`src/design/lie_pkg.sv`:
```
`timescale 1ns / 1ps
// ----------------------------------------------------------------------------
// Line input editor package
// Character codes and the result kinds shared by the line editor.
// ----------------------------------------------------------------------------
package lie_pkg;

   localparam logic [7:0] CH_CR = 8'h0D;
   localparam logic [7:0] CH_BS = 8'h08;
   localparam logic [7:0] CH_SP = 8'h20;
   localparam logic [7:0] CH_NL = 8'h0A;
   localparam logic [7:0] CH_NUL = 8'h00;

   localparam logic REQ_TYPED = 1'b0;
   localparam logic REQ_READ = 1'b1;

   localparam logic [8:0] CAP_RESET = 9'd80;

   typedef enum logic [1:0] {
      KIND_READ,
      KIND_ECHO,
      KIND_NEWLINE,
      KIND_ERASE
   } kind_type;

   localparam logic [1:0] STEP_FIRST = 2'd0;
   localparam logic [1:0] STEP_SPACE = 2'd1;
   localparam logic [1:0] STEP_FINAL = 2'd2;

endpackage

```
`src/design/line_input_editor.sv`:
```
`timescale 1ns / 1ps
// ----------------------------------------------------------------------------
// Line input editor
// Keeps a typed line in a buffer memory, echoes edits and answers reads.
// ----------------------------------------------------------------------------
// Typed characters and read requests arrive as items on the req channel; tuser
// selects a typed character (0) or a read (1). Each item gives zero to three
// result items on the rsp channel, the final one marked by tlast. A carriage
// return stores a terminator, echoes a newline with line_done and the line
// length, and empties the line. A backspace on a non-empty line echoes
// backspace, space, backspace. Printable characters are stored and echoed while
// room remains. csr_data sets the line capacity, to be written only while idle;
// the block does not enforce this. An item is registered in stage one, with the
// synchronous buffer read, then in the output register. An item that gives one
// result can be accepted every cycle unless rsp stalls; an erase holds the
// output register for its three results. The buffer has one write and one read
// port, and a write at acceptance is seen by a read accepted in the next cycle.
// Reset empties the line, clears the pipeline and sets the capacity to 80; the
// buffer contents are left as they are. While the receiver stalls, the output
// register and one decoded item are held and req_tready falls.
// ----------------------------------------------------------------------------
module line_input_editor #(
   parameter int BUF_DEPTH = 256
) (
   input  logic        clock,
   input  logic        reset,
   input  logic        csr_valid,
   output logic        csr_ready,
   input  logic [8:0]  csr_data,
   input  logic        req_tvalid,
   output logic        req_tready,
   input  logic [15:0] req_tdata,   // in_char [7:0], read_index [15:8]
   input  logic        req_tuser,   // req_type [0]
   output logic        rsp_tvalid,
   input  logic        rsp_tready,
   output logic [15:0] rsp_tdata,   // out_char [7:0], line_length [15:8]
   output logic [1:0]  rsp_tuser,   // is_read_data [0], line_done [1]
   output logic        rsp_tlast
);
   import lie_pkg::*;

   localparam int AW = (BUF_DEPTH > 1) ? $clog2(BUF_DEPTH) : 1;
   localparam int CapMaxInt = (BUF_DEPTH < 256) ? BUF_DEPTH : 256;
   localparam logic [8:0] CAP_MAX = 9'(CapMaxInt);

   logic [7:0]    line_store_ff [BUF_DEPTH];
   logic [7:0]    rd_data_ff;

   logic [8:0]    cap_ff, cap_in;
   logic [7:0]    wr_idx_ff, wr_idx_in;

   logic          s1_valid_ff, s1_valid_in;
   kind_type      s1_kind_ff;
   logic [7:0]    s1_char_ff;
   logic [7:0]    s1_len_ff;
   logic          s1_rd_ok_ff;

   logic          e_valid_ff, e_valid_in;
   kind_type      e_kind_ff;
   logic [7:0]    e_char_ff;
   logic [7:0]    e_len_ff;
   logic [1:0]    e_step_ff, e_step_in;

   logic [7:0]    in_char;
   logic [7:0]    read_index;
   logic [8:0]    cap_eff;
   logic [8:0]    idx_ext;
   logic          typed_ok;
   logic          has_result;
   kind_type      dec_kind;
   logic [7:0]    dec_len;
   logic          mem_we;
   logic [7:0]    mem_wdata;
   logic [7:0]    wr_idx_next;
   logic          rd_ok;
   logic          is_cr_ok;

   logic          req_fire, rsp_fire, e_done, e_free, s1_move;

   assign in_char    = req_tdata[7:0];
   assign read_index = req_tdata[15:8];

   assign rsp_fire   = rsp_tvalid && rsp_tready;
   assign e_done     = rsp_fire && rsp_tlast;
   assign e_free     = !e_valid_ff || e_done;
   assign s1_move    = s1_valid_ff && e_free;
   assign req_tready = !s1_valid_ff || e_free;
   assign req_fire   = req_tvalid && req_tready;
   assign csr_ready  = 1'b1;

   always_comb begin
      cap_eff     = (cap_ff > CAP_MAX) ? CAP_MAX : cap_ff;
      idx_ext     = {1'b0, wr_idx_ff};
      typed_ok    = (cap_eff != 9'd0) && (idx_ext < cap_eff);
      rd_ok       = 32'(read_index) < BUF_DEPTH;
      has_result  = 1'b0;
      dec_kind    = KIND_ECHO;
      dec_len     = 8'd0;
      mem_we      = 1'b0;
      mem_wdata   = in_char;
      wr_idx_next = wr_idx_ff;
      is_cr_ok    = 1'b0;
      if (req_tuser == REQ_READ) begin
         has_result = 1'b1;
         dec_kind   = KIND_READ;
      end else if (typed_ok) begin
         if (in_char == CH_CR) begin
            has_result  = 1'b1;
            is_cr_ok    = 1'b1;
            dec_kind    = KIND_NEWLINE;
            dec_len     = wr_idx_ff;
            mem_we      = 1'b1;
            mem_wdata   = CH_NUL;
            wr_idx_next = 8'd0;
         end else if (in_char == CH_BS) begin
            if (wr_idx_ff != 8'd0) begin
               has_result  = 1'b1;
               dec_kind    = KIND_ERASE;
               wr_idx_next = wr_idx_ff - 8'd1;
            end
         end else if (in_char >= CH_SP && (idx_ext + 9'd1) < cap_eff) begin
            has_result  = 1'b1;
            dec_kind    = KIND_ECHO;
            mem_we      = 1'b1;
            wr_idx_next = wr_idx_ff + 8'd1;
         end
      end
   end

   always_ff @(posedge clock) begin
      if (req_fire && mem_we) begin
         line_store_ff[AW'(wr_idx_ff)] <= mem_wdata;
      end
      if (req_fire && req_tuser == REQ_READ) begin
         rd_data_ff <= line_store_ff[AW'(read_index)];
      end
   end

   always_comb begin
      cap_in = (csr_valid && csr_ready) ? csr_data : cap_ff;
      wr_idx_in = req_fire ? wr_idx_next : wr_idx_ff;
      if (req_fire) begin
         s1_valid_in = has_result;
      end else if (s1_move) begin
         s1_valid_in = 1'b0;
      end else begin
         s1_valid_in = s1_valid_ff;
      end
      if (s1_move) begin
         e_valid_in = 1'b1;
         e_step_in  = STEP_FIRST;
      end else if (e_done) begin
         e_valid_in = 1'b0;
         e_step_in  = STEP_FIRST;
      end else if (rsp_fire) begin
         e_valid_in = e_valid_ff;
         e_step_in  = e_step_ff + 2'd1;
      end else begin
         e_valid_in = e_valid_ff;
         e_step_in  = e_step_ff;
      end
   end

   always_ff @(posedge clock) begin
      if (reset) begin
         cap_ff      <= CAP_RESET;
         wr_idx_ff   <= 8'd0;
         s1_valid_ff <= 1'b0;
         e_valid_ff  <= 1'b0;
         e_step_ff   <= STEP_FIRST;
      end else begin
         cap_ff      <= cap_in;
         wr_idx_ff   <= wr_idx_in;
         s1_valid_ff <= s1_valid_in;
         e_valid_ff  <= e_valid_in;
         e_step_ff   <= e_step_in;
      end
   end

   always_ff @(posedge clock) begin
      if (req_fire) begin
         s1_kind_ff  <= dec_kind;
         s1_char_ff  <= in_char;
         s1_len_ff   <= dec_len;
         s1_rd_ok_ff <= rd_ok;
      end
      if (s1_move) begin
         e_kind_ff <= s1_kind_ff;
         e_len_ff  <= s1_len_ff;
         if (s1_kind_ff == KIND_READ) begin
            e_char_ff <= s1_rd_ok_ff ? rd_data_ff : CH_NUL;
         end else begin
            e_char_ff <= s1_char_ff;
         end
      end
   end

   always_comb begin
      rsp_tvalid = e_valid_ff;
      rsp_tlast  = 1'b1;
      rsp_tuser  = 2'b00;
      case (e_kind_ff)
         KIND_READ: begin
            rsp_tdata = {8'd0, e_char_ff};
            rsp_tuser = 2'b01;
         end
         KIND_ECHO: begin
            rsp_tdata = {8'd0, e_char_ff};
         end
         KIND_NEWLINE: begin
            rsp_tdata = {e_len_ff, CH_NL};
            rsp_tuser = 2'b10;
         end
         KIND_ERASE: begin
            rsp_tdata = {8'd0, (e_step_ff == STEP_SPACE) ? CH_SP : CH_BS};
            rsp_tlast = (e_step_ff == STEP_FINAL);
         end
         default: begin
            rsp_tdata = {8'd0, e_char_ff};
         end
      endcase
   end

   a_index_in_buffer: assert property (@(posedge clock) disable iff (reset)
      {1'b0, wr_idx_ff} < CAP_MAX)
      else $error("Write index has left the buffer.");

   a_single_step: assert property (@(posedge clock) disable iff (reset)
      e_valid_ff && e_kind_ff != KIND_ERASE |-> e_step_ff == STEP_FIRST)
      else $error("A single-result item has advanced its step count.");

   a_erase_steps: assert property (@(posedge clock) disable iff (reset)
      e_valid_ff && e_kind_ff == KIND_ERASE |-> e_step_ff != 2'd3)
      else $error("Erase sequence has run past its final step.");

   a_line_closed: assert property (@(posedge clock) disable iff (reset)
      req_fire && is_cr_ok |=> wr_idx_ff == 8'd0)
      else $error("Line not emptied after a carriage return.");

endmodule
```
`config.mk`:
```
export PLATFORM = sky130hd
export DESIGN_NAME = line_input_editor
export DESIGN_NICKNAME = d
export VERILOG_FILES = /design/src/design/lie_pkg.sv /design/src/design/line_input_editor.sv
export SDC_FILE = /design/constraint.sdc
export NUM_CORES = 2
export LEC_CHECK = 0
export ABC_CLOCK_PERIOD_IN_PS = 11110
export BUFFER_PORTS_ARGS = -buffer_cell sky130_fd_sc_hd__buf_2
export CORE_MARGIN = 1.5
export CORE_UTILIZATION = 49
export DETAILED_ROUTE_END_ITERATION = 7
export MAX_ROUTING_LAYER = met4
export PLACE_DENSITY_LB_ADDON = 0.1
export SKIP_CTS_REPAIR_TIMING = 1
export SYNTH_ARGS = -nofsm -noshare
export SYNTH_HDL_FRONTEND = slang
export SYNTH_SLANG_ARGS = --single-unit
```
`constraint.sdc`:
```
create_clock -name clock -period 11.11 [get_ports clock]
set_clock_uncertainty 0.2 [all_clocks]
set_input_delay 0.5555 -clock clock [delete_from_list [all_inputs] [get_ports clock]]
set_output_delay 0.5555 -clock clock [all_outputs]
set_load 0.01 [all_outputs]
```
==> metrics.cfg <==
[status]
status=finished, violations left
violations=max-capacitance violations

[place]
io_buffers=51
dp_hpwl_mm=120
place_congestion=0.839

[sta]
max_freq_ghz=0.168
setup_viol=0
rsz0062_at_grt=no
max_slew_margin_pct=1.20
slew_viol_final=0
setup_tns_ns=0
period_share_pct=53.6
hold_viol=0
tightest_slew_ns=1.48
layout_min_cycle_time_ns=5.95

[die]
die_h_um=413
io_pins=53
rows=150
start_util_pct=49.3
die_area_um2=170000
core-area_um2=167000
die_w_um=413

[logic_synthesis]
yosysSeqAreaShare_pct=76.9
synth_common_cells=edfxtp_1, mux4_2, nor2_1
async_reset_ff_share_pct=0
synth_top_area_share_pct=76.4
synth_edf_count=2092
synthDistinctLibCells=53
synth_area_leader_cell=edfxtp_1
netlist_instances=3825
netlist_area_um2=82200
synth_ff_type=edfxtp_1
synth.most_common_cell=edfxtp_1
synth_seq_cells=2113
yosysWarnings=0
synth_area_per_cell_um2=21.5
synth_nets=3884
ys_top_cells_by_area=edfxtp_1, mux4_2, mux2i_1

[clock_network]
htreeDepth=4
cts.clk_slew.worst_paths_ns=0.07
clock_path_buffers=3
cts_buffers=210
cts_sinks=2113
cts_tree=built
clk-insertion-delay-late_ns=0.84
root_buffer=clkbuf_16

[critical_path]
cpPeakStageDelay_ns=1.22
worstReg2RegStart=wr_idx_ff[5]$_SDFFE_PP0P_
crit_chain=nand4_1 > nor2_1 > ha_1 > inv_1 > o21ai_0 > nand2_1 > nand4_1 > buf_4 > nor2_1
crit_path_top_delay_cell=nand4_1
crit_fanout=17
rr_worst_depth=9
critical_path_class=reg -> reg
cp-start-kind=flip-flop
r2r_end=line_store_ff[242][4]$_DFFE_PP_
worst_ep_arrival_time_ns=6.21
endpoint_kind=flip-flop
rrSetupSlack_ns=5.16
required_ns=11.37

[worst_hold_path]
hp-class=in -> reg
holdPathEnd=s1_char_ff[7]$_DFFE_PP_
hold_path.startpoint=req_tdata[7]
hold_path_depth=1

[flow_run]
maxCapViolations=1

[drt]
drc=0
drtIter0Drc=4233
first_pass_iters=5
vias=38726
wirelength_mm=203
viasPerCell=6.11
antenna_left=0
avgRoutedWirePerCell_um=32.0

[power]
finalPower_mw=16.5
p_leak_nw=28.4
power-per-cell-area_nw_per_um2=180
ir_drop_v=0.000166

[global_route]
grt.overflow.total=0
antenna_found_initial=4
first_global_vias=39269
grt_pass1_wl_mm=290
grt_max_degree=177
grt_usage_pct=24.8

[final_layout]
fin_nets=4012
syn_to_final_growth_pct=11.8
drive_gt1_share_pct=23.6

[cells in the final DEF, fill, tap and decap left out, types with 31 or more instances in the layout]
cell	n
a211oi_1	31
a21oi_1	34
a22oi_1	79
buf_2	42
buf_4	63
clkbuf_1	42
clkbuf_16	211
clkinv_1	52
clkinv_2	32
dlygate4sd3_1	32
edfxtp_1	2092
mux2i_1	116
mux4_2	540
nand2_1	40
nand3_1	36
nand4_1	39
nor2_1	301
o22ai_1	43
[per-layer routing]
metal  GRT usage [%]  share of wire, %
met1            33.5                42
met2            39.6                50
met3            4.24               5.6
met4            6.52               2.6
met5               -                 0
[critical path, delay by kind of cell, from the launching register on]
| family | cells | cell delay, ns |
|---|---|---|
| compound gates | 1 | 0.15 |
| fa+ha+maj | 1 | 0.27 |
| buf+inv | 2 | 0.74 |
| flops | 1 | 0.67 |
| simple gates | 5 | 3.54 |
[power breakdown]
group / switching [mW] / internal (mW) / leakage, nW
combinational: 0.490 / 0.277 / 6.20
sequential: 0.0136 / 8.78 / 19.0
clock: 3.04 / 3.92 / 3.25
total: 3.55 / 13.0 / 28.4
[sequential cells by signal, indices dropped and copies added, names as in the netlist]
signal,flops
cap_ff,9
e_char_ff,8
e_kind_ff,2
e_len_ff,8
e_step_ff,2
line_store_ff,2048
rd_data_ff,8
rsp_tvalid,1
s1_char_ff,8
s1_kind_ff,2
s1_len_ff,8
s1_valid_ff,1
wr_idx_ff,8
[through the flow]
stage	instances	worst slack [ns]	instance area, um2	hold slack [ns]	util [%]
after floorplan	3825	1.35	82200	0.200	-
after global placement	5913	5.38	84900	0.208	50.9
after detailed placement	5913	5.31	84900	0.207	50.9
after CTS	6302	5.26	91600	-0.309	54.9
after global routing	6338	4.95	92000	0.0273	55.1
final	6341	5.16	92000	0.0200	55.1
[cell families after synthesis]
family,Yosys count,synth area share (%)
DFF,2113,76.9
xor gates and xnor gates,13,0.138
buffers and inverters,244,1.36
adders and majority gates,28,0.435
AOI/OAI and AO/OA,247,2.05
and+or+nand+nor,515,2.82
other,1,0.00456
muxes,664,16.3
[how the worst max path moves through the flow]
stage / depth (start not counted) / startpoint / slack [ns] / end
after floorplan: 8 / cap_ff[8]$_SDFFE_PP0P_ / 1.35 / line_store_ff[0][0]$_DFFE_PP_
after global placement: 12 / wr_idx_ff[0]$_SDFFE_PP0P_ / 5.38 / line_store_ff[242][0]$_DFFE_PP_
after detailed placement: 9 / wr_idx_ff[5]$_SDFFE_PP0P_ / 5.31 / line_store_ff[162][1]$_DFFE_PP_
after CTS: 9 / wr_idx_ff[5]$_SDFFE_PP0P_ / 5.26 / line_store_ff[162][7]$_DFFE_PP_
after global routing: 12 / wr_idx_ff[0]$_SDFFE_PP0P_ / 4.95 / line_store_ff[162][7]$_DFFE_PP_
final: 9 / wr_idx_ff[5]$_SDFFE_PP0P_ / 5.16 / line_store_ff[242][4]$_DFFE_PP_
[final cells by class]
type | count | area [um2]
Fill cell | 12505 | 74900
Sequential cell | 2113 | 63200
Multi-Input combinational cell | 1468 | 17900
Clock buffer | 253 | 5440
Tap cell | 2204 | 2760
Clock inverter | 136 | 1310
Timing Repair Buffer | 151 | 1240
Inverter | 9 | 33.8
Antenna cell | 7 | 17.5
No activity file was read; power rests on OpenSTA's default activity.
